## src/sv/pcbs_pkg.sv

```systemverilog
// Package for the pseudocost branch selector: widths, request codes, shared types.
// No dependencies.
`timescale 1ns / 1ps
package pcbs_pkg;
  localparam int NumVars = 1024;
  localparam int IdxW = 10;
  localparam int CntMax = 65535;

  typedef enum logic [1:0] {
    REQ_RECORD = 2'd0,
    REQ_SCORE  = 2'd1,
    REQ_LOAD   = 2'd2,
    REQ_NONE   = 2'd3
  } req_e;

  localparam logic CFG_WMIN = 1'b0;
  localparam logic CFG_WMAX = 1'b1;

  typedef struct packed {
    req_e              req;
    logic [IdxW-1:0]   idx;
    logic              dir;
    logic [15:0]       frac;
    logic signed [31:0] amt;
    logic              last;
  } cmd_t;

  typedef enum logic [3:0] {
    ST_IDLE, ST_READ, ST_RDWAIT, ST_DIV1, ST_DIV2, ST_WRITE,
    ST_MUL1, ST_MUL2, ST_SCORE, ST_PICK, ST_EMIT
  } st_e;
endpackage

```

## src/sv/pcbs_front.sv

```systemverilog
// Front end: accepts items, drops items with the REQ_NONE code,
// and queues commands in a two-entry FIFO. Depends on pcbs_pkg.
`timescale 1ns / 1ps
module pcbs_front (
  input  logic                   clk_i,
  input  logic                   rst_ni,
  input  logic                   in_valid_i,
  output logic                   in_stall_o,
  input  pcbs_pkg::cmd_t         cmd_i,
  output logic                   cmd_valid_o,
  input  logic                   cmd_pop_i,
  output pcbs_pkg::cmd_t         cmd_o
);
  import pcbs_pkg::*;
  cmd_t       fifo_q [2];
  logic [1:0] cnt_q, cnt_d;
  logic       wp_q, rp_q, push, keep;

  // Index is full width of the table, so every index is in range.
  assign keep       = (cmd_i.req != REQ_NONE);
  assign in_stall_o = (cnt_q == 2'd2);
  assign push       = in_valid_i && !in_stall_o && keep;
  assign cmd_valid_o = (cnt_q != 2'd0);
  assign cmd_o       = fifo_q[rp_q];
  always_comb cnt_d = cnt_q + {1'b0, push} - {1'b0, cmd_pop_i && cmd_valid_o};

  always_ff @(posedge clk_i or negedge rst_ni) begin
    if (!rst_ni) begin
      cnt_q <= '0; wp_q <= 1'b0; rp_q <= 1'b0;
    end else begin
      cnt_q <= cnt_d;
      if (push) wp_q <= ~wp_q;
      if (cmd_pop_i && cmd_valid_o) rp_q <= ~rp_q;
    end
  end
  always_ff @(posedge clk_i) begin
    if (push) fifo_q[wp_q] <= cmd_i;
  end
endmodule

```

## config.mk

```make
export PLATFORM = sky130hd
export DESIGN_NAME = pcbs_front
export DESIGN_NICKNAME = d
export VERILOG_FILES = /design/src/sv/pcbs_pkg.sv /design/src/sv/pcbs_front.sv
export SDC_FILE = /design/constraint.sdc
export NUM_CORES = 1
export LEC_CHECK = 0
export ABC_AREA = 1
export BUFFER_PORTS_ARGS = -buffer_cell sky130_fd_sc_hd__buf_4
export CORE_MARGIN = 3
export CORE_UTILIZATION = 56
export CTS_BUF_LIST = sky130_fd_sc_hd__clkbuf_4 sky130_fd_sc_hd__clkbuf_8 sky130_fd_sc_hd__clkbuf_16
export DETAILED_ROUTE_END_ITERATION = 10
export PLACE_DENSITY_LB_ADDON = 0.12
export SLEW_MARGIN = 20
export SYNTH_ARGS = -nofsm -noshare
export SYNTH_HDL_FRONTEND = slang
export SYNTH_SLANG_ARGS = --single-unit
```

## constraint.sdc

```tcl
create_clock -name clk_i -period 11.1 [get_ports clk_i]
set_input_delay 0.555 -clock clk_i [delete_from_list [all_inputs] [get_ports clk_i]]
set_output_delay 0.555 -clock clk_i [all_outputs]
set_load 0.01 [all_outputs]
```

* Yosys cells after proc, flatten, opt, wreduce, memory -nomap -nowiden
Memory sizes are Yosys's and may differ from the RTL's.
Index checks and enable logic that the tools add are counted.
** Word-level totals
- Output and inout bits :: 64
- Logic and storage cells :: 17
- Flip-flop bits (word level) :: 4
- Memories :: 1
- Memory bits (writable) :: 124
** Memories
- fifo_q :: words 2, bits a word 62, read ports 1, clocked after Yosys merged registers in 0, write ports 1, RTL line pcbs_front.sv:15 : cmd_t fifo_q [2];
** Cells by class
- Bitwise logic cells :: 2
- Equal/unequal tests :: 2
- Add/subtract/negate cells :: 2
- Multiplexer cells :: 2
- Reductions and logical operators :: 5
** Operator list (count)
- $logic_and 1x1->1 :: 3
- $add 2x1->2 :: 1
- $eq 2x2->1 const B :: 1
- $mux 1 :: 2
- $ne 2x2->1 const B :: 1
- $not 1->1 :: 2
- $reduce_bool 2->1 :: 1
- $sub 2x1->2 :: 1
- $logic_not 1->1 :: 1

* Logic depth before layout (Yosys ltp)
- Depth in word-level cells :: 6
- Mapped depth :: 10
- Depth with buffers taken out :: 10

* Worst setup path before layout
No wires, ideal clock.
- Path kind :: in2reg
- From :: in cmd_i[60] (netlist bit)
- To :: mem fifo_q[1][0] (netlist bit) (enable)
- Path buffers :: 0
- Arrival time :: 3.348 ns
- Setup slack :: 7.270 ns
- Setup time :: 0.482 ns
- Cell stages on the path :: 3
- Required time :: 10.618 ns
- Cell sequence :: nand2_1 > nand3_1 > nor2_1
** On the way
- Longest elaborated chain between the ends :: 4
** RTL lines
- start: declaration :: RTL line pcbs_front.sv:9 : input pcbs_pkg::cmd_t cmd_i,
- $ne 2x2->1 :: RTL line pcbs_front.sv:20 : assign keep = (cmd_i.req != REQ_NONE);
- $logic_and 1x1->1 :: RTL line pcbs_front.sv:22 : assign push = in_valid_i && !in_stall_o && keep;
- $mux 1 :: RTL line pcbs_front.sv:37 : if (push) fifo_q[wp_q] <= cmd_i;
- $mux 1 (not written as such) :: RTL line pcbs_front.sv:37
- end: declaration :: RTL line pcbs_front.sv:15
No other way between the ends.

==> flow_metrics.env <==
export IMPL_status="finished clean"
export IMPL_tightest_slew_ns=0.817
export IMPL_dpl_hpwl_um=5530
export IMPL_p_total_uw=1690
export IMPL_holdCritPathClass="input pin to register"
export IMPL_dp_cells=581
export IMPL_post_route_util_pct=77.0
export IMPL_critPathCaptureType="output pin"
export IMPL_synth_warnings=0
export IMPL_power_density_nw_per_um2=266
export IMPL_path_depth=4
export IMPL_drt_vias_per_instance=4.90
export IMPL_r2r_cells=5
export IMPL_relSlewSlack_pct=45.4
export IMPL_yosys_top_cells_area="edfxtp_1 78%, nand2_1 16%, dfrtp_1 2.1%, buf_6 1.6%, buf_4 0.94%"
export IMPL_fp_row_count=33
export IMPL_period_share_pct=21.6
export IMPL_cp_cell_sequence="buf_4 -> nand2_1 -> nand2_1 -> buf_4"
export IMPL_ctsResizeCount=0
export IMPL_h_tree_depth=4
export IMPL_syn2layout_area_growth_pct=32.7
export IMPL_synth_area_leader_cell="edfxtp_1"
export IMPL_remaining_drc_errors=0
export IMPL_numClockSinks=128
export IMPL_crit_path_top_delay_cell="buf_4"
export IMPL_maxCapViolCount=0
export IMPL_drive_gt1_share_pct=32.0
export IMPL_rsz0062_at_grt="no"
export IMPL_crit_buf_inv=2
export IMPL_worstSetupPathType="register to output pin"
export IMPL_cts_hold_buffers=1
export IMPL_ant_nets=0
export IMPL_worstPathArrival_ns=1.85
export IMPL_cts_root_buf="clkbuf_8"
export IMPL_wl_per_cell_um=14.5
export IMPL_grt_first_pass_wirelength_um=13900
export IMPL_synth_cell_types=11
export IMPL_cp_required_ns=10.55
export IMPL_cts_path_max_buffers=2
export IMPL_clock_latency_ns=0.50
export IMPL_postCtsSetupBuffers=0
export IMPL_p_leak_uw=0.00277
export IMPL_synth_nets=425
export IMPL_cp_start_kind="register"
export IMPL_slowest_delay_ns=0.55
export IMPL_die_h_um=98.5
export IMPL_slew_violations=0
export IMPL_antenna_found_initial=0
export IMPL_cts_tree="built"
export IMPL_cp_max_fo=63
export IMPL_grt_usage_pct=19.0
export IMPL_gp_congestion=0.718
export IMPL_drt_initial_drc_count=144
export IMPL_routed_wl_um=8850
export IMPL_crit_family="buffers and inverters"
export IMPL_grt_max_degree=64
export IMPL_syn_area_per_cell_um2=13.4
export IMPL_finClkSkew_ns=0.0105
export IMPL_gr_total_overflow=0
export IMPL_ys_seq_area_share_pct=79.9
export IMPL_fmax_mhz=416
export IMPL_r2r_slack_ns=8.86
export IMPL_via_count=2994
export IMPL_setup_violations=0
export IMPL_syn_inst=357
export IMPL_core_um2=8260
export IMPL_ys_seq_elements=128
export IMPL_initial_core_util_pct=58.0
export IMPL_synth_top_area_share_pct=77.8
export IMPL_path_clk_slew_ns=0.06
export IMPL_nets=564
export IMPL_cts_made_buffers=17
export IMPL_firstDrtPassIters=6
export IMPL_setup_tns_ns=0
export IMPL_fin_cells=611
export IMPL_ioPinCount=130
export IMPL_fin_crit_ns=2.40
export IMPL_portBuffers=129
export IMPL_diodes=0
export IMPL_irDropWorstVdd_v=0.000176
export IMPL_whs_path_depth=1
export IMPL_die_area_um2=9690
export IMPL_synth_area_um2=4790
export IMPL_die_w_um=98.5
export IMPL_hold_violations=0
export IMPL_grt_pass1_vias=2983
==> layout make-up <==
type / instances / area (um2)
sequential: 128 / 3820
fill: 509 / 1900
timing repair buffer: 133 / 1000
multi-input combinational: 206 / 805
clock buffer: 19 / 429
tap: 105 / 131
clock inverter: 10 / 121
inverter: 10 / 42.5
==> worst reg2reg max path: cells and delay by family, from the launching register on <==
kind                   cells  cell delay [ns]
AND/OR/NAND/NOR            3             0.94
flip-flops                 1             0.35
buffers and inverters      2             0.59
==> kinds of logic after synthesis <==
logic type | count (synthesis) | share of synthesized area (%)
and+or+nand+nor | 204 | 16.1
DFF | 128 | 79.9
buffers and inverters | 23 | 3.48
adders and majority gates | 2 | 0.523
==> synth_stat cells <==
cell,number
buf_4,6
inv_6,1
nand2_1,199
buf_6,7
dfrtp_1,4
edfxtp_1,124
nand3_1,3
ha_1,2
inv_1,9
nor2_1,1
nand4_1,1
==> metrics by stage <==
step | instance area [um2] | worst slack (ns) | hold slack [ns]
2_1_floorplan | 4790 | 7.27 | 0.259
3_3_place_gp | 5790 | 8.54 | 0.354
3_5_place_dp | 5790 | 8.52 | 0.361
4_1_cts | 6350 | 8.67 | 0.216
5_1_grt | 6350 | 8.59 | 0.216
6_report | 6350 | 8.70 | 0.231
==> cells in the final DEF (no fill, tap or decap), types with 2 or more instances in the layout <==
cell and count:
nand2_1 199, buf_4 132, edfxtp_1 124, clkbuf_16 16, inv_1 8, clkinv_2 4
nand3_1 3, clkinv_1 3, bufinv_16 3, dfrtp_1 3, ha_1 2, clkbuf_4 2
==> final timing paths <==
kind | endpoint | startpoint
max | cmd_o[0] | rp_q
min in group asynchronous | wp_q | rst_ni
max in group asynchronous | rp_q | rst_ni
max reg2reg | fifo_q[1][60] | cnt_q[0]
min | fifo_q[1][59] | cmd_i[59]
min reg2reg | wp_q | wp_q
==> metal layers <==
layer  routed length [um]  up-vias  GRT usage, %
met1                 3550     1402          22.5
met4                  155        0          7.88
met2                 4540       99          32.4
met3                  591       18          5.94
met5                    0        -             0
li1                     -     1475             -
==> sequential cells by signal, summed over array words and instances (netlist names) <==
name and flops:
cnt_q 2, fifo_q 124, rp_q 1, wp_q 1
==> report_power, final <==
part,total (uW),switching (uW),internal [uW]
registers,655,21.7,633
clock network,514,176,338
logic,525,313,212
total,1690,510,1180
Note: power is estimated with default switching activity, not from simulation.
